$ cat src/hdl/assert_macros.svh
// Assertion macros used by the top-level RTL file of the UTF-8 decoder.
`ifndef ASSERT_MACROS_SVH
`define ASSERT_MACROS_SVH

// Property checked on every rising clock edge, disabled while reset is high.
`define ASSERT_CLK(label, clk, rst, prop, msg) \
   label: assert property (@(posedge clk) disable iff (rst) (prop)) else $error(msg);

// Property checked on every rising clock edge, reset included.
`define ASSERT_ALWAYS(label, clk, prop, msg) \
   label: assert property (@(posedge clk) (prop)) else $error(msg);

`endif

$ cat src/hdl/u8x_pkg.sv
// Package with the types and constants of the UTF-8 decoder.
`default_nettype none

package u8x_pkg;

   localparam int unsigned CpWidth  = 21;
   localparam int unsigned LenWidth = 3;

   // Error codes carried with every result.
   typedef enum logic [2:0] {
      ERR_NONE  = 3'd0,
      ERR_NUL   = 3'd1,
      ERR_LEAD  = 3'd2,
      ERR_CONT  = 3'd3,
      ERR_TRUNC = 3'd4
   } err_type;

   // Result of decoding one request, before classification.
   typedef struct packed {
      logic                valid;
      logic [CpWidth-1:0]  code_point;
      logic [LenWidth-1:0] seq_length;
      err_type             error_code;
   } dec_result_type;

endpackage

`default_nettype wire

$ cat src/hdl/u8x_class.sv
// XML name-start and name-character classification of a code point.
`default_nettype none

module u8x_class
   import u8x_pkg::*;
(
   input  wire logic [CpWidth-1:0] code_point,
   output logic                    name_start,
   output logic                    name_char
);

   // Name-start ranges, all compared in parallel.
   always_comb begin
      name_start = (code_point == 21'h3A)
         || (code_point >= 21'h41    && code_point <= 21'h5A)
         || (code_point == 21'h5F)
         || (code_point >= 21'h61    && code_point <= 21'h7A)
         || (code_point >= 21'hC0    && code_point <= 21'hD6)
         || (code_point >= 21'hD8    && code_point <= 21'hF6)
         || (code_point >= 21'hF8    && code_point <= 21'h2FF)
         || (code_point >= 21'h370   && code_point <= 21'h37D)
         || (code_point >= 21'h37F   && code_point <= 21'h1FFF)
         || (code_point >= 21'h200C  && code_point <= 21'h200D)
         || (code_point >= 21'h2070  && code_point <= 21'h218F)
         || (code_point >= 21'h2C00  && code_point <= 21'h2FEF)
         || (code_point >= 21'h3001  && code_point <= 21'hD7FF)
         || (code_point >= 21'hF900  && code_point <= 21'hFDCF)
         || (code_point >= 21'hFDF0  && code_point <= 21'hFFFD)
         || (code_point >= 21'h10000 && code_point <= 21'hEFFFF);
   end

   // Name characters add digits, hyphen, full stop and combining marks.
   always_comb begin
      name_char = name_start
         || (code_point == 21'h2D)
         || (code_point == 21'h2E)
         || (code_point >= 21'h30   && code_point <= 21'h39)
         || (code_point == 21'hB7)
         || (code_point >= 21'h300  && code_point <= 21'h36F)
         || (code_point >= 21'h203F && code_point <= 21'h2040);
   end

endmodule

`default_nettype wire

$ cat src/hdl/u8x_decode.sv
// UTF-8 sequence state and single-byte decode step.
`default_nettype none

module u8x_decode
   import u8x_pkg::*;
(
   input  wire logic       clock,
   input  wire logic       reset,
   input  wire logic       step,
   input  wire logic [7:0] data_byte,
   input  wire logic       last_byte,
   output dec_result_type  result
);

   logic [CpWidth-1:0]  partial_value_ff, partial_value_in;
   logic [1:0]          bytes_pending_ff, bytes_pending_in;
   logic [LenWidth-1:0] sequence_bytes_ff, sequence_bytes_in;
   logic [CpWidth-1:0]  shifted_value;
   logic [1:0]          pending_dec;

   assign shifted_value = {partial_value_ff[CpWidth-7:0], data_byte[5:0]};
   assign pending_dec   = bytes_pending_ff - 2'd1;

   // Decode one byte against the current sequence state.
   always_comb begin
      partial_value_in  = partial_value_ff;
      bytes_pending_in  = bytes_pending_ff;
      sequence_bytes_in = sequence_bytes_ff;
      result            = '0;
      result.error_code = ERR_NONE;
      if (bytes_pending_ff == 2'd0) begin
         priority if (data_byte == 8'h00) begin
            result.valid      = 1'b1;
            result.error_code = ERR_NUL;
         end else if (data_byte[7] == 1'b0) begin
            result.valid      = 1'b1;
            result.code_point = {14'd0, data_byte[6:0]};
            result.seq_length = 3'd1;
         end else if (data_byte[7:5] == 3'b110) begin
            partial_value_in  = {16'd0, data_byte[4:0]};
            bytes_pending_in  = 2'd1;
            sequence_bytes_in = 3'd2;
         end else if (data_byte[7:4] == 4'b1110) begin
            partial_value_in  = {17'd0, data_byte[3:0]};
            bytes_pending_in  = 2'd2;
            sequence_bytes_in = 3'd3;
         end else if (data_byte[7:3] == 5'b11110) begin
            partial_value_in  = {18'd0, data_byte[2:0]};
            bytes_pending_in  = 2'd3;
            sequence_bytes_in = 3'd4;
         end else begin
            result.valid      = 1'b1;
            result.error_code = ERR_LEAD;
         end
         // A multi-byte lead on the final byte can never complete.
         if (!result.valid && last_byte) begin
            result.valid      = 1'b1;
            result.error_code = ERR_TRUNC;
         end
      end else begin
         priority if (data_byte[7:6] != 2'b10) begin
            result.valid      = 1'b1;
            result.error_code = ERR_CONT;
         end else if (pending_dec == 2'd0) begin
            result.valid      = 1'b1;
            result.code_point = shifted_value;
            result.seq_length = sequence_bytes_ff;
         end else if (last_byte) begin
            result.valid      = 1'b1;
            result.error_code = ERR_TRUNC;
         end else begin
            partial_value_in  = shifted_value;
            bytes_pending_in  = pending_dec;
         end
      end
      // Any result, good or bad, ends the sequence.
      if (result.valid) begin
         partial_value_in  = '0;
         bytes_pending_in  = 2'd0;
         sequence_bytes_in = '0;
      end
   end

   // Sequence state registers.
   always_ff @(posedge clock) begin
      if (reset) begin
         partial_value_ff  <= '0;
         bytes_pending_ff  <= 2'd0;
         sequence_bytes_ff <= '0;
      end else if (step) begin
         partial_value_ff  <= partial_value_in;
         bytes_pending_ff  <= bytes_pending_in;
         sequence_bytes_ff <= sequence_bytes_in;
      end
   end

endmodule

`default_nettype wire

$ cat src/hdl/utf8_decode_xml_name_class.sv
// Top level of the UTF-8 to code point decoder with XML name classification.
// The block takes one byte per request and can accept a request in every
// cycle unless the output register is full and stalled, which raises
// req_stall. A byte is captured in an input register, decoded and classified
// in one pass of logic, and its result, if it has one, lands in the output register.
// Lead and intermediate continuation bytes give no result; the byte that
// completes a sequence gives the code point, its length and its name classes.
// A NUL lead, a bad lead, a bad continuation or a sequence cut short by the
// last-byte mark gives an error result with zero payload and restarts the
// decoder. Overlong forms and surrogates are not rejected.
`default_nettype none
`include "assert_macros.svh"

module utf8_decode_xml_name_class
   import u8x_pkg::*;
(
   input  wire logic                clock,
   input  wire logic                reset,
   input  wire logic                req_valid,
   output logic                     req_stall,
   input  wire logic [7:0]          req_data_byte,
   input  wire logic                req_last_byte,
   output logic                     rsp_valid,
   input  wire logic                rsp_stall,
   output logic [CpWidth-1:0]       rsp_code_point,
   output logic [LenWidth-1:0]      rsp_seq_length,
   output logic                     rsp_name_start,
   output logic                     rsp_name_char,
   output logic [2:0]               rsp_error_code
);

   logic                in_valid_ff;
   logic [7:0]          in_byte_ff;
   logic                in_last_ff;
   logic                advance;
   dec_result_type      dec;
   logic                cls_start, cls_char;
   logic                rsp_valid_ff;
   logic [CpWidth-1:0]  rsp_cp_ff;
   logic [LenWidth-1:0] rsp_len_ff;
   logic                rsp_start_ff, rsp_char_ff;
   logic [2:0]          rsp_err_ff;

   // The held request moves on when the output register is free or draining.
   assign advance   = in_valid_ff && (!rsp_valid_ff || !rsp_stall);
   assign req_stall = in_valid_ff && !advance;

   // Input register.
   always_ff @(posedge clock) begin
      if (reset) begin
         in_valid_ff <= 1'b0;
      end else if (!req_stall) begin
         in_valid_ff <= req_valid;
      end
   end

   always_ff @(posedge clock) begin
      if (!req_stall) begin
         in_byte_ff <= req_data_byte;
         in_last_ff <= req_last_byte;
      end
   end

   u8x_decode u_decode (
      .clock     (clock),
      .reset     (reset),
      .step      (advance),
      .data_byte (in_byte_ff),
      .last_byte (in_last_ff),
      .result    (dec)
   );

   u8x_class u_class (
      .code_point (dec.code_point),
      .name_start (cls_start),
      .name_char  (cls_char)
   );

   // Output register.
   always_ff @(posedge clock) begin
      if (reset) begin
         rsp_valid_ff <= 1'b0;
      end else if (advance) begin
         rsp_valid_ff <= dec.valid;
      end else if (!rsp_stall) begin
         rsp_valid_ff <= 1'b0;
      end
   end

   always_ff @(posedge clock) begin
      if (advance) begin
         rsp_cp_ff    <= dec.code_point;
         rsp_len_ff   <= dec.seq_length;
         rsp_start_ff <= (dec.error_code == ERR_NONE) && cls_start;
         rsp_char_ff  <= (dec.error_code == ERR_NONE) && cls_char;
         rsp_err_ff   <= dec.error_code;
      end
   end

   assign rsp_valid      = rsp_valid_ff;
   assign rsp_code_point = rsp_cp_ff;
   assign rsp_seq_length = rsp_len_ff;
   assign rsp_name_start = rsp_start_ff;
   assign rsp_name_char  = rsp_char_ff;
   assign rsp_error_code = rsp_err_ff;

   // Checks on the decoder and its pipeline.
   `ASSERT_CLK(a_err_zero, clock, reset, rsp_valid && (rsp_error_code != ERR_NONE) |-> (rsp_code_point == '0) && (rsp_seq_length == '0) && !rsp_name_char, "error result with payload")
   `ASSERT_CLK(a_ok_len, clock, reset, rsp_valid && (rsp_error_code == ERR_NONE) |-> (rsp_seq_length != '0) && (rsp_seq_length <= 3'd4), "good result with bad length")
   `ASSERT_CLK(a_class, clock, reset, rsp_valid && rsp_name_start |-> rsp_name_char, "name start without name char")
   `ASSERT_CLK(a_hold, clock, reset, in_valid_ff && req_stall |=> in_valid_ff && $stable(in_byte_ff), "held request lost")
   `ASSERT_ALWAYS(a_reset, clock, $past(reset) |-> !rsp_valid && !in_valid_ff, "valid after reset")

endmodule

`default_nettype wire

$ cat config.mk
export PLATFORM = sky130hd
export DESIGN_NAME = utf8_decode_xml_name_class
export DESIGN_NICKNAME = d
export VERILOG_FILES = /design/src/hdl/u8x_pkg.sv /design/src/hdl/u8x_class.sv /design/src/hdl/u8x_decode.sv /design/src/hdl/utf8_decode_xml_name_class.sv
export VERILOG_INCLUDE_DIRS = /design/src /design/src/hdl
export SDC_FILE = /design/constraint.sdc
export NUM_CORES = 1
export LEC_CHECK = 0
export BUFFER_PORTS_ARGS = -buffer_cell sky130_fd_sc_hd__buf_2
export CAP_MARGIN = 5
export CORE_MARGIN = 2
export CORE_UTILIZATION = 34
export DETAILED_ROUTE_END_ITERATION = 6
export SETUP_SLACK_MARGIN = 0.2
export SKIP_LAST_GASP = 1
export SYNTH_ARGS = -nofsm -noshare
export SYNTH_HDL_FRONTEND = slang
export SYNTH_SLANG_ARGS = --single-unit
$ cat constraint.sdc
create_clock -name clock -period 3.08 [get_ports clock]
set_input_delay 0.308 -clock clock [delete_from_list [all_inputs] [get_ports clock]]
set_output_delay 0.308 -clock clock [all_outputs]
set_load 0.005 [all_outputs]
-- Word level (Yosys, flattened, before mapping)
Index checks and enable logic that the tools add are counted.
- bits in latches: 0
- bits in read-only memories: 0
- input port bits: 13
- bits in writable memories: 0
- register bits after elaboration: 60
- memories: 0
- output and inout bits: 31
- reduce and logical (&&, ||, !) cells: 57
- $lt $le $gt $ge: 34
- mux-type cells: 53
- eq/ne operators: 17
- shifts and indexed selects: 0
- add/sub/neg operators: 1
- div/mod/pow operators: 0
- bitwise gates (word level): 0
- $mul: 0
- operators by type and width (operator ; number):
    two-way mux 15 bit ; 10
    >= comparator 21 x 14 -> 1 bit (second input constant) ; 5
    less-or-equal comparator 21 x 14 -> 1 bit (second input constant) ; 4
    two-way mux 24 bit ; 3
    equality test 21 x 6 -> 1 bit (second input constant) ; 3
    >= comparator 21 x 10 -> 1 bit (second input constant) ; 3
    >= comparator 21 x 8 -> 1 bit (second input constant) ; 3
    less-or-equal comparator 21 x 10 -> 1 bit (second input constant) ; 3
    less-or-equal comparator 21 x 16 -> 1 bit (second input constant) ; 3
    two-way mux 3 bit ; 15
    >= comparator 21 x 16 -> 1 bit (second input constant) ; 2
    >= comparator 21 x 7 -> 1 bit (second input constant) ; 2
    less-or-equal comparator 21 x 7 -> 1 bit (second input constant) ; 2
    less-or-equal comparator 21 x 8 -> 1 bit (second input constant) ; 2
    two-way mux 28 bit ; 1
    logical AND 1 bit ; 22
    logical OR 1 bit ; 22
    two-way mux 2 bit ; 11
    equality test 21 x 7 -> 1 bit (second input constant) ; 1
    equality test 21 x 8 -> 1 bit (second input constant) ; 1
    >= comparator 21 x 17 -> 1 bit (second input constant) ; 1
    >= comparator 21 x 6 -> 1 bit (second input constant) ; 1
    less-or-equal comparator 21 x 13 -> 1 bit (second input constant) ; 1
    less-or-equal comparator 21 x 20 -> 1 bit (second input constant) ; 1
    21 further kinds ; 40

-- Longest topological paths before layout
Gate-level depths: netlist of the first run.
- depth in word-level cells: 35
- depth in mapped cells: 10
- gate-level depth less buffers: 8

-- By module
From an unflattened synthesis of the first run, not the netlist that was laid out.
- cell total of the unflattened synthesis: 320
- area total of the unflattened synthesis: 3321.9 um^2
- modules (own cells, without submodules) (module ; cells an instance ; area each (um^2) ; instances):
    u8x_decode ; 155 ; 1333.8 ; 1
    utf8_decode_xml_name_class ; 50 ; 1248.7 ; 1
    u8x_class ; 115 ; 739.5 ; 1

-- Worst setup path before layout of the first run
Ideal clock, no wire load.
- kind: flip-flop to flip-flop
- start: register rsp_valid_ff (netlist: rsp_valid)
- end: register u_decode.partial_value_ff[5]
- required time: 2.952 ns
- setup slack: 0.737 ns
- cell stages (with the launch flop): 8
- arrival time: 2.215 ns
- library setup time: 0.128 ns
- cells stage by stage: dfxtp_1 nand2_1 nand2_1 clkinv_1 and4_1 clkbuf_1 a22oi_1 nor2_1
- cells in the longest elaborated chain, start to end: 4
- ends and longest elaborated chain (what ; line ; text):
    from (decl) ; utf8_decode_xml_name_class.sv:38 ; logic rsp_valid_ff;
    from (signal assigned) ; utf8_decode_xml_name_class.sv:84 ; rsp_valid_ff <= dec.valid;
    logical NOT 1 bit ; utf8_decode_xml_name_class.sv:45 ; assign advance = in_valid_ff && (!rsp_valid_ff || !rsp_stall);
    logical OR 1 bit ; utf8_decode_xml_name_class.sv:45 ;
    logical AND 1 bit ; utf8_decode_xml_name_class.sv:45 ;
    named net advance ; utf8_decode_xml_name_class.sv:35 ; logic advance;
    AND reduction 7 bit (no source line) ; n/a ;
    to (signal assigned) ; u8x_decode.sv:91 ; partial_value_ff <= partial_value_in;
    to (decl) ; u8x_decode.sv:15 ; logic [CpWidth-1:0] partial_value_ff, partial_value_in;
The timed path passes the listed nets, and every way through them passes these cells.
A chain may end at the register's enable or synchronous reset.

-- Worst setup path after layout of the first run
- start: register in_byte_ff[7]
- end: register rsp_char_ff (netlist: rsp_name_char) (data pin)
- cells in the longest elaborated chain, start to end: 27
- ends and longest elaborated chain (what ; line ; text):
    from (decl) ; utf8_decode_xml_name_class.sv:33 ; logic [7:0] in_byte_ff;
    from (signal assigned) ; utf8_decode_xml_name_class.sv:59 ; in_byte_ff <= req_data_byte;
    logical NOT 8 bit (tied with other cells) ; u8x_decode.sv:32 ; priority if (data_byte == 8'h00) begin
    two-way mux 24 bit, on equally long branches ; u8x_decode.sv:32, u8x_decode.sv:61 ;
    two-way mux 28 bit * ; u8x_decode.sv:31 ; if (bytes_pending_ff == 2'd0) begin
    >= comparator 21 x 7 -> 1 bit / less-or-equal comparator 21 x 7 -> 1 bit (equally long branches) ; u8x_class.sv:15 ; || (code_point >= 21'h41 && code_point <= 21'h5A)
    logical AND 1 bit ; u8x_class.sv:15 ;
    logical OR 1 bit ; u8x_class.sv:15 ;
    logical OR 1 bit ; u8x_class.sv:16 ; || (code_point == 21'h5F)
    logical OR 1 bit ; u8x_class.sv:17 ; || (code_point >= 21'h61 && code_point <= 21'h7A)
    [11 not listed] ; n/a ;
    logical OR 1 bit ; u8x_class.sv:29 ; || (code_point >= 21'h10000 && code_point <= 21'hEFFFF);
    logical OR 1 bit ; u8x_class.sv:35 ; || (code_point == 21'h2D)
    logical OR 1 bit ; u8x_class.sv:36 ; || (code_point == 21'h2E)
    logical OR 1 bit ; u8x_class.sv:37 ; || (code_point >= 21'h30 && code_point <= 21'h39)
    logical OR 1 bit ; u8x_class.sv:38 ; || (code_point == 21'hB7)
    logical OR 1 bit ; u8x_class.sv:39 ; || (code_point >= 21'h300 && code_point <= 21'h36F)
    logical OR 1 bit ; u8x_class.sv:40 ; || (code_point >= 21'h203F && code_point <= 21'h2040);
    logical AND 1 bit * ; utf8_decode_xml_name_class.sv:95 ; rsp_char_ff <= (dec.error_code == ERR_NONE) && cls_char;
    to (signal assigned) ; utf8_decode_xml_name_class.sv:95 ;
    to (decl) ; utf8_decode_xml_name_class.sv:41 ; logic rsp_start_ff, rsp_char_ff;
Mark *: on every way between the ends. The rest lies on a longest branch, timed or not. The select of a mux whose other input is x is not followed.

==> results of run 1 <==
[registers in the layout, indices dropped and copies added, names as in the netlist]
signal	cells
rsp_seq_length	3
u_decode.bytes_pending_ff	2
rsp_name_start	1
u_decode.sequence_bytes_ff	3
u_decode.partial_value_ff	15
rsp_name_char	1
rsp_code_point	21
rsp_valid	1
in_last_ff	1
in_byte_ff	8
rsp_error_code	3
in_valid_ff	1
[worst paths after layout]
kind | slack [ns] | cells after the start | from | end
min | 0.13 | 1 | req_data_byte[5] | in_byte_ff[5]
max reg2reg | 0.41 | 8 | in_byte_ff[7] | rsp_name_char
min reg2reg | 0.49 | 2 | u_decode.sequence_bytes_ff[2] | u_decode.sequence_bytes_ff[2]
max | 0.41 | 8 | in_byte_ff[7] | rsp_name_char
[cell usage in the layout (no fill, tap or decap), types with 8 or more instances in the layout]
cell type / instances
nand3_1: 13
clkbuf_8: 10
a22oi_1: 14
nand2_1: 27
inv_1: 8
and2_1: 21
nand4_1: 14
nor3_1: 16
buf_2: 43
nor4_1: 8
o21ai_0: 12
edfxtp_1: 38
buf_4: 19
a21oi_1: 20
dfxtp_1: 21
nor2_1: 34
[synthesized netlist by cell type, types with 2 or more instances]
cell | n | area [µm²]
edfxtp_1 | 38 | 1141
nor2_1 | 34 | 127.6
nand2_1 | 27 | 101.4
clkbuf_1 | 23 | 86.33
dfxtp_1 | 22 | 440.4
and2_1 | 21 | 131.4
a21oi_1 | 20 | 100.1
nor3_1 | 16 | 80.08
a22oi_1 | 14 | 105.1
nand4_1 | 14 | 87.58
nand3_1 | 13 | 65.06
o21ai_0 | 12 | 60.06
inv_1 | 8 | 30.03
nor4_1 | 8 | 50.05
nand4b_1 | 5 | 43.79
o22ai_1 | 5 | 31.28
or3_1 | 5 | 31.28
a2111oi_0 | 4 | 35.03
buf_2 | 4 | 20.02
nand2b_1 | 4 | 25.02
nor2b_1 | 4 | 25.02
o211ai_1 | 4 | 30.03
o31ai_1 | 4 | 30.03
or4_1 | 4 | 30.03
a211oi_1 | 3 | 22.52
a22o_1 | 3 | 26.28
nand3b_1 | 3 | 22.52
a32oi_1 | 2 | 17.52
and3_1 | 2 | 12.51
and4_1 | 2 | 17.52
buf_4 | 2 | 15.01
clkinv_1 | 2 | 7.510
nor3b_1 | 2 | 15.01
nor4_2 | 2 | 25.02
o2111a_1 | 2 | 22.52
o221ai_1 | 2 | 17.52
o41ai_1 | 2 | 17.52
[power by group through the flow]
stage,clock network [mW],registers [mW],logic [mW]
after global placement,0,0.910,0.150
after CTS,0.693,0.893,0.151
final,0.680,0.893,0.151
after floorplan,0,0.912,0.0819
after global routing,0.726,0.895,0.165
after detailed placement,0,0.910,0.150
[kinds of logic after synthesis]
| family | after synthesis | synth area share |
|---|---|---|
| AO/OA/AOI/OAI | 91 | 0.1880 |
| buffers and inverters | 39 | 0.04718 |
| XOR/XNOR | 1 | 0.002601 |
| flip-flops | 60 | 0.4695 |
| multiplexers | 1 | 0.002972 |
| AND/OR/NAND/NOR | 175 | 0.2897 |
[layout make-up]
type | count | area [µm²] | area share
Timing Repair Buffer | 63 | 377.9 | 0.09494
Inverter | 10 | 37.54 | 0.009431
Multi-Input combinational cell | 268 | 1628 | 0.4090
Tap cell | 133 | 166.4 | 0.04181
Sequential cell | 60 | 1583 | 0.3977
Clock inverter | 4 | 21.27 | 0.005344
Clock buffer | 12 | 166.4 | 0.04181
[metal layers]
| layer | track usage | vias to the layer above | part of all wire |
|---|---|---|---|
| met5 | 0 | - | 0 |
| met4 | 0.08205 | 0 | 0.024 |
| met3 | 0.03210 | 21 | 0.055 |
| met2 | 0.3009 | 124 | 0.47 |
| met1 | 0.2486 | 1539 | 0.45 |
| li1 | - | 1503 | - |
[what timing repair did]
action | 4_1_cts | 5_1_grt
endpoints found under the setup margin | 0 | 2
hold endpoints to repair | 0 | 0
gates resized for setup | 0 | 2
hold buffers | 0 | 0
==> key figures, run 1 <==
Finish
  • Share of layout cells above drive strength 1: 0.2086
  • Final Non-Filler Cells: 550
  • Area grow syn2layout: 18.17%
  • Nets: 425
  • Final instance area: 3980 µm²
  • Final core utilization: 0.4110
  • Antenna diode count: 0
  • Fill cell count: 990

Clock network
  • H-tree Lvls: 3
  • CTS tree: built
  • Num CTS Buffers: 9
  • CTS Sinks: 60
  • Clock slew at reported path FFs: 0.07 ns
  • Clk root buf: clkbuf_8
  • Postcts setup bufs: 0
  • Maximum clock insertion buffer count: 2
  • Clk_lat worst skew: 0.35 ns

Synthesis
  • Area of the mapped netlist: 3368 µm²
  • Dominant synthesized flop cell: edfxtp_1
  • Post-synthesis area per instance: 9.178 µm²
  • Post-synthesis sequential area ratio: 0.4695
  • Cell count after synthesis: 367
  • Syn_nets: 380
  • Post-synth EDFFs: 38
  • Synthesis Warnings: 0
  • Yosys reg bits: 60
  • Async SR Flop Fraction: 0
  • Netlist cell types: 62

Drt
  • WL final: 9.877 mm
  • Iter 0 DRT Violations: 288
  • Post-route ant nets: 0
  • Via density: 5.795
  • Number of remaining DRC errors: 0
  • Pre-antenna DRT Iters: 4
  • Routed len/inst: 17.96 µm
  • Vias: 3,187

STA
  • Final min period: 2.672 ns
  • Peak Freq: 374.3 MHz
  • Worst Max-Slew Pin Slew: 0.7154 ns
  • Max_slew headroom: 0.5194
  • Post-route clock period utilization: 0.8675
  • Final hold slack: 0.1264 ns
  • Setup_tns: 0 ns
  • Unrepaired setup endpoints after global routing: no
  • Final WS setup: 0.4080 ns
  • Final setup violating endpoints: 0
  • Clock skew: 0.008462 ns
  • Final slew viol count: 0
  • Final hold viol count: 0

Floorplanning
  • Starting Density: 0.3478
  • Rows: 36
  • Die area: 10,720 µm²
  • Die H: 103.5 µm
  • Placeable Area: 9684 µm²
  • Die W: 103.5 µm
  • I/O pin cnt: 44

Setup path
  • CP cell instances: buf_4, nor3_2, o31ai_1, a21oi_1, a2bb2oi_1, nand4_1, nor4_2, nand4_1
  • Crit start category: flip-flop
  • Worst Path Buf+Inv: 1
  • CP Class: reg2reg
  • Critical Path RT: 3.15 ns
  • CP endpoint kind: flip-flop
  • Most used cell, CP: nand4_1
  • CP delay by family, top: simple AND/OR/NAND/NOR gates
  • Crit Path Max Fanout: 9
  • Critical path's slowest cell: edfxtp_1
  • Critical Path AT: 2.75 ns
  • Crit-path max cell delay: 0.43 ns

Pwr
  • Switch Pwr: 428.9 µW
  • Gate power share: 0.088
  • Final Power: 1.723 mW
  • Int Power: 1.294 mW
  • PD cells: 433.0 nW/µm²
  • P_leak: 1.467 nW
  • Max IR drop VDD: 0.0001715 V
  • Seq pwr share: 0.518
  • Sw frac: 0.2489
  • Share of total power in the clock network: 0.394

Global routing
  • Vias in the first global route: 3,016
  • First-pass GRT wire length: 15.90 mm
  • Pin count of the biggest net entering global routing: 29
  • Initial antenna violation count: 0
  • GR Util All Layers: 0.1872
  • Global route overflow: 0

Placement
  • Final HPWL DP: 7.053 mm
  • Setup WS pre-CTS: 0.3675 ns
  • IO buf count: 43
  • Post-placement cell count: 534
  • Gpl congestion: 0.9982
  • Placed inst area: 3791 µm²

Job
  • MaxCap Viol Count: 0

Min path
  • Hold/Removal Path Class: in2reg

Run status
  • Status: finished clean
Power figures use the tool's default switching activity.
==> run 2: changes to the inputs <==
Settings changed: CTS_BUF_LIST set to sky130_fd_sc_hd__clkbuf_4 sky130_fd_sc_hd__clkbuf_8.
==> run 2 against run 1 <==
Register-to-register slack barely moved; critical path depth stayed put; worst hold slack got worse by 0.00056 ns; first-iteration DRC count unchanged; clock power rose by 5.9%; sequential share of layout area down 0.087 points; largest cell class unchanged; global-route usage stayed put.
==> key figures, run 2 (synthesized netlist as in run 1, its figures left out) <==
Run status
  • Status: finished clean (unchanged)

Clock network
  • H-tree Lvls: 3 (unchanged)
  • Maximum clock insertion buffer count: 2 (unchanged)
  • Clk_lat worst skew: 0.35 ns (about the same)
  • Clock slew at reported path FFs: 0.07 ns (about the same)
  • Clk root buf: clkbuf_8 (unchanged)
  • CTS tree: built (unchanged)
  • CTS Sinks: 60 (unchanged)
  • Num CTS Buffers: 9 (unchanged)
  • Hold Buf Count CTS: 0 (unchanged)

STA
  • Max_slew headroom: 0.5193 (was 0.5194)
  • Clock skew: 0.008893 ns (was 0.008462 ns)
  • Final hold slack: 0.1258 ns (was 0.1264 ns)
  • Final setup violating endpoints: 0 (unchanged)
  • Final slew viol count: 0 (unchanged)
  • Post-route clock period utilization: 0.8717 (was 0.8675)
  • Unrepaired setup endpoints after global routing: no (unchanged)
  • Final hold viol count: 0 (unchanged)
  • Final min period: 2.685 ns (was 2.672 ns)
  • Worst Max-Slew Pin Slew: 0.7156 ns (was 0.7154 ns)
  • Setup_tns: 0 ns (unchanged)
  • Peak Freq: 372.5 MHz (was 374.3 MHz)

Finish
  • Area grow syn2layout: 18.43% (was 18.17%)
  • Commonest non-fill, non-tap cells in the layout: buf_2, edfxtp_1, nor2_1, nand2_1 (unchanged)
  • Nets: 425 (unchanged)
  • Max FFs per register: 21 (unchanged)
  • Share of layout cells above drive strength 1: 0.2110 (was 0.2086)
  • Commonest non-fill, non-tap cell in the layout: buf_2 (unchanged)
  • Fill cell count: 990 (unchanged)
  • Antenna diode count: 0 (unchanged)

Placement
  • Final HPWL DP: 7.053 mm (unchanged)
  • Gpl congestion: 0.9982 (unchanged)
  • IO buf count: 43 (unchanged)

Drt
  • Number of remaining DRC errors: 0 (unchanged)
  • Iter 0 DRT Violations: 288 (unchanged)
  • WL final: 9.887 mm (was 9.877 mm)
  • Vias: 3,195 (was 3,187)
  • Pre-antenna DRT Iters: 4 (unchanged)
  • Routed len/inst: 17.98 µm (was 17.96 µm)
  • Via density: 5.809 (was 5.795)
  • Post-route ant nets: 0 (unchanged)

Global routing
  • Vias in the first global route: 3,016 (unchanged)
  • Initial antenna violation count: 0 (unchanged)
  • Global route overflow: 0 (unchanged)
  • First-pass GRT wire length: 15.90 mm (unchanged)
  • GR Util All Layers: 0.1872 (unchanged)
  • Pin count of the biggest net entering global routing: 29 (unchanged)

Min path
  • Hold/Removal Path Class: in2reg (unchanged)

Floorplanning
  • I/O pin cnt: 44 (unchanged)
  • Die area: 10,720 µm² (unchanged)
  • Placeable Area: 9684 µm² (unchanged)
  • Starting Density: 0.3478 (unchanged)
  • Die W: 103.5 µm (unchanged)
  • Rows: 36 (unchanged)
  • Die H: 103.5 µm (unchanged)

Pwr
  • PD cells: 442.1 nW/µm² (was 433.0 nW/µm²)
  • Max IR drop VDD: 0.0001720 V (was 0.0001715 V)
  • P_leak: 1.472 nW (was 1.467 nW)

Setup path
  • Crit Path Max Fanout: 9 (unchanged)
  • Critical Path AT: 2.76 ns (was 2.75 ns)
  • Crit start category: flip-flop (unchanged)
  • CP Class: reg2reg (unchanged)
  • CP endpoint kind: flip-flop (unchanged)
  • Critical Path RT: 3.15 ns (about the same)

Job
  • MaxCap Viol Count: 0 (unchanged)
## run 2: cell types whose count changed in the layout (fill, tap and decap cells not counted), sizes merged
cell,delta
bufinv,+1
clkbuf,-1
## run 2: timing repair
action,CTS,global route
buffers inserted,0,0
hold endpoints to repair,0,0
setup endpoints to repair,0,2
resized for setup,0,2
## run 2: critical path: stages, from the launching register on
cell       delay [ns]
edfxtp_1         0.43
buf_4            0.19
nor3_2           0.38
o31ai_1          0.21
a21oi_1          0.38
a2bb2oi_1        0.20
nand4_1          0.11
nor4_2           0.37
nand4_1          0.14
## run 2: routing by layer
layer / track usage / vias to the layer above / share of wire
met3: 0.03210 / 21 / 0.053
li1: - / 1502 / -
met4: 0.08205 / 0 / 0.024
met2: 0.3009 / 127 / 0.48
met5: 0 / - / 0
met1: 0.2486 / 1545 / 0.45
## run 2: layout make-up
cell class | count | area, µm² | share of cell area
multi-input combinational | 268 | 1628 | 0.4081
sequential | 60 | 1583 | 0.3968
timing repair buffer | 63 | 377.9 | 0.09473
tap | 133 | 166.4 | 0.04172
clock buffer | 11 | 145.1 | 0.03639
clock inverter | 5 | 51.30 | 0.01286
inverter | 10 | 37.54 | 0.009410
## run 2: per-stage QoR
step | setup WS [ns] | total power [mW] | util | instance area (µm²) | instances
finish | 0.3953 | 1.763 | 0.4119 | 3989 | 550
global route | 0.2692 | 1.826 | 0.4119 | 3989 | 550
CTS | 0.3505 | 1.778 | 0.4118 | 3988 | 550
detailed placement | 0.3675 | 1.061 | 0.3915 | 3791 | 534
global placement | 0.4175 | 1.061 | 0.3915 | 3791 | 534
floorplan | 0.7369 | 0.9942 | - | 3368 | 367
## run 2: worst paths after layout
check / start / to / slack, ns / cells after the start
max: in_byte_ff[7] / rsp_name_char / 0.40 / 8
min: req_data_byte[5] / in_byte_ff[5] / 0.13 / 1
max reg2reg: in_byte_ff[7] / rsp_name_char / 0.40 / 8
min reg2reg: u_decode.sequence_bytes_ff[2] / u_decode.sequence_bytes_ff[2] / 0.49 / 2
## run 2: where the power goes
| group | internal (mW) | switching (mW) | leakage, nW |
|---|---|---|---|
| sequential | 0.881 | 0.0117 | 0.552 |
| clock | 0.401 | 0.319 | 0.107 |
| combinational | 0.0544 | 0.0965 | 0.813 |
| total | 1.34 | 0.427 | 1.47 |
==> run 3: changes to the inputs <==
Settings changed: CORE_ASPECT_RATIO set to 1.75, CORE_UTILIZATION 34 to 40, RECOVER_POWER set to 25.
==> run 3 against run 2 <==
Sequential power hardly changed; cell count is 7.3% lower; setup slack worse by 0.043 ns; worst hold slack better by 0.0042 ns; non-clock buffer count is 2 higher; maximum frequency is 1.6% lower; via count is 0.66% lower; largest cell class unchanged; largest power group unchanged.
==> key figures, run 3 (synthesized netlist as in run 1, its figures left out) <==
Run status
  • Status: finished clean (unchanged)

Placement
  • Post-placement cell count: 494 (was 534)
  • Final HPWL DP: 7.270 mm (was 7.053 mm)
  • Gpl congestion: 0.9747 (was 0.9982)
  • IO buf count: 43 (unchanged)
  • Setup WS pre-CTS: 0.3506 ns (was 0.3675 ns)

Clock network
  • CTS Sinks: 60 (unchanged)
  • H-tree Lvls: 3 (unchanged)
  • Clk root buf: clkbuf_8 (unchanged)
  • CTS tree: built (unchanged)
  • Clk_lat worst skew: 0.35 ns (about the same)
  • Clock slew at reported path FFs: 0.07 ns (about the same)
  • Num CTS Buffers: 9 (unchanged)
  • Maximum clock insertion buffer count: 2 (unchanged)

Drt
  • WL final: 9.996 mm (was 9.887 mm)
  • Post-route ant nets: 0 (unchanged)
  • Iter 0 DRT Violations: 308 (was 288)
  • Routed len/inst: 19.60 µm (was 17.98 µm)
  • Pre-antenna DRT Iters: 6 (was 4)
  • Via density: 6.224 (was 5.809)
  • Vias: 3,174 (was 3,195)
  • Number of remaining DRC errors: 0 (unchanged)

STA
  • Setup_tns: 0 ns (unchanged)
  • Final setup violating endpoints: 0 (unchanged)
  • Post-route clock period utilization: 0.8857 (was 0.8717)
  • Max_slew headroom: 0.5159 (was 0.5193)
  • Clock skew: 0.01306 ns (was 0.008893 ns)
  • Unrepaired setup endpoints after global routing: no (unchanged)
  • Peak Freq: 366.6 MHz (was 372.5 MHz)
  • Final hold viol count: 0 (unchanged)
  • Final WS setup: 0.3521 ns (was 0.3953 ns)
  • Final slew viol count: 0 (unchanged)
  • Worst Max-Slew Pin Slew: 0.7206 ns (was 0.7156 ns)
  • Final min period: 2.728 ns (was 2.685 ns)

Floorplanning
  • Die H: 125.4 µm (was 103.5 µm)
  • Starting Density: 0.4079 (was 0.3478)
  • I/O pin cnt: 44 (unchanged)
  • Rows: 44 (was 36)
  • Die area: 9199 µm² (was 10,720 µm²)
  • Die W: 73.37 µm (was 103.5 µm)
  • Placeable Area: 8258 µm² (was 9684 µm²)

Finish
  • Max FFs per register: 21 (unchanged)
  • Final Non-Filler Cells: 510 (was 550)
  • Multi-input gate area: 1634 µm² (was 1628 µm²)
  • Share of layout cells above drive strength 1: 0.2033 (was 0.2110)
  • Register Area: 1583 µm² (unchanged)
  • Final core utilization: 0.4817 (was 0.4119)
  • Nets: 427 (was 425)
  • Area grow syn2layout: 18.09% (was 18.43%)
  • Commonest non-fill, non-tap cells in the layout: edfxtp_1, buf_2, nor2_1, nand2_1, buf_4 (was buf_2, edfxtp_1, nor2_1, nand2_1)
  • Fill cell count: 798 (was 990)
  • Antenna diode count: 0 (unchanged)

Global routing
  • Pin count of the biggest net entering global routing: 25 (was 29)
  • Vias in the first global route: 3,055 (was 3,016)
  • GR Util All Layers: 0.2284 (was 0.1872)
  • Initial antenna violation count: 0 (unchanged)
  • Global route overflow: 0 (unchanged)
  • First-pass GRT wire length: 16.10 mm (was 15.90 mm)

Setup path
  • Critical Path AT: 2.80 ns (was 2.76 ns)
  • Crit start category: flip-flop (unchanged)
  • CP endpoint kind: flip-flop (unchanged)
  • CP Class: reg2reg (unchanged)
  • Crit Path Max Fanout: 9 (unchanged)
  • Critical Path RT: 3.16 ns (was 3.15 ns)

Min path
  • Hold/Removal Path Class: in2reg (unchanged)

Pwr
  • P_leak: 1.473 nW (was 1.472 nW)
  • Max IR drop VDD: 0.0003074 V (was 0.0001720 V)
  • PD cells: 470.2 nW/µm² (was 442.1 nW/µm²)

Job
  • MaxCap Viol Count: 0 (unchanged)
## run 3: changes by cell type in the layout (fill, tap and decap cells not counted), moves of 2 or more
cell | previous run | this run
clkbuf_1 | 0 | 5
clkbuf_8 | 10 | 12
buf_4 | 19 | 22
buf_2 | 43 | 38
clkinv_2 | 3 | 0
## run 3: repair_timing
action / CTS / global route
setup endpoints to repair: 0 / 2
setup buffers: 0 / 1
resized for setup: 0 / 3
hold buffers: 0 / 0
## run 3: routing by layer
layer / track usage / vias to the layer above / part of all wire
met5: 0 / - / 0
met4: 0.1283 / 0 / 0.043
met3: 0.03787 / 32 / 0.046
met2: 0.3932 / 127 / 0.54
met1: 0.2582 / 1522 / 0.37
li1: - / 1493 / -
## run 3: final timing paths
kind | start | endpoint | slack [ns] | cells after the start
min | req_data_byte[6] | in_byte_ff[6] | 0.13 | 1
max reg2reg | in_byte_ff[6] | rsp_name_char | 0.35 | 7
max | in_byte_ff[6] | rsp_name_char | 0.35 | 7
min reg2reg | u_decode.sequence_bytes_ff[2] | u_decode.sequence_bytes_ff[2] | 0.51 | 2
## run 3: stage by stage
stage / hold slack [ns] / instance area [µm²] / total power, mW
2_1_floorplan: 0.3873 / 3368 / 0.9942
3_3_place_gp: 0.4823 / 3735 / 1.057
3_5_place_dp: 0.4861 / 3735 / 1.058
4_1_cts: 0.1203 / 3969 / 1.883
5_1_grt: 0.1267 / 3978 / 1.931
6_report: 0.1300 / 3978 / 1.870
## run 3: power breakdown
group	total, mW	leakage, nW	internal (mW)	switching, mW
combinational	0.152	0.803	0.0546	0.0972
clock	0.827	0.119	0.519	0.308
sequential	0.892	0.552	0.881	0.0108
## run 3: critical path, stage by stage, from the launching register on
cell	delay (ns)
edfxtp_1	0.49
and4bb_2	0.43
nand3_1	0.14
or4_1	0.43
a2bb2oi_1	0.25
nand4_1	0.14
nor4_2	0.44
nand4_1	0.13
## run 3: final cells by class
class | instances | share of cell area
Multi-Input combinational cell | 268 | 0.4108
Sequential cell | 60 | 0.3979
Timing Repair Buffer | 65 | 0.09405
Clock buffer | 12 | 0.04152
Tap cell | 92 | 0.02894
Clock inverter | 3 | 0.01730
Inverter | 10 | 0.009437
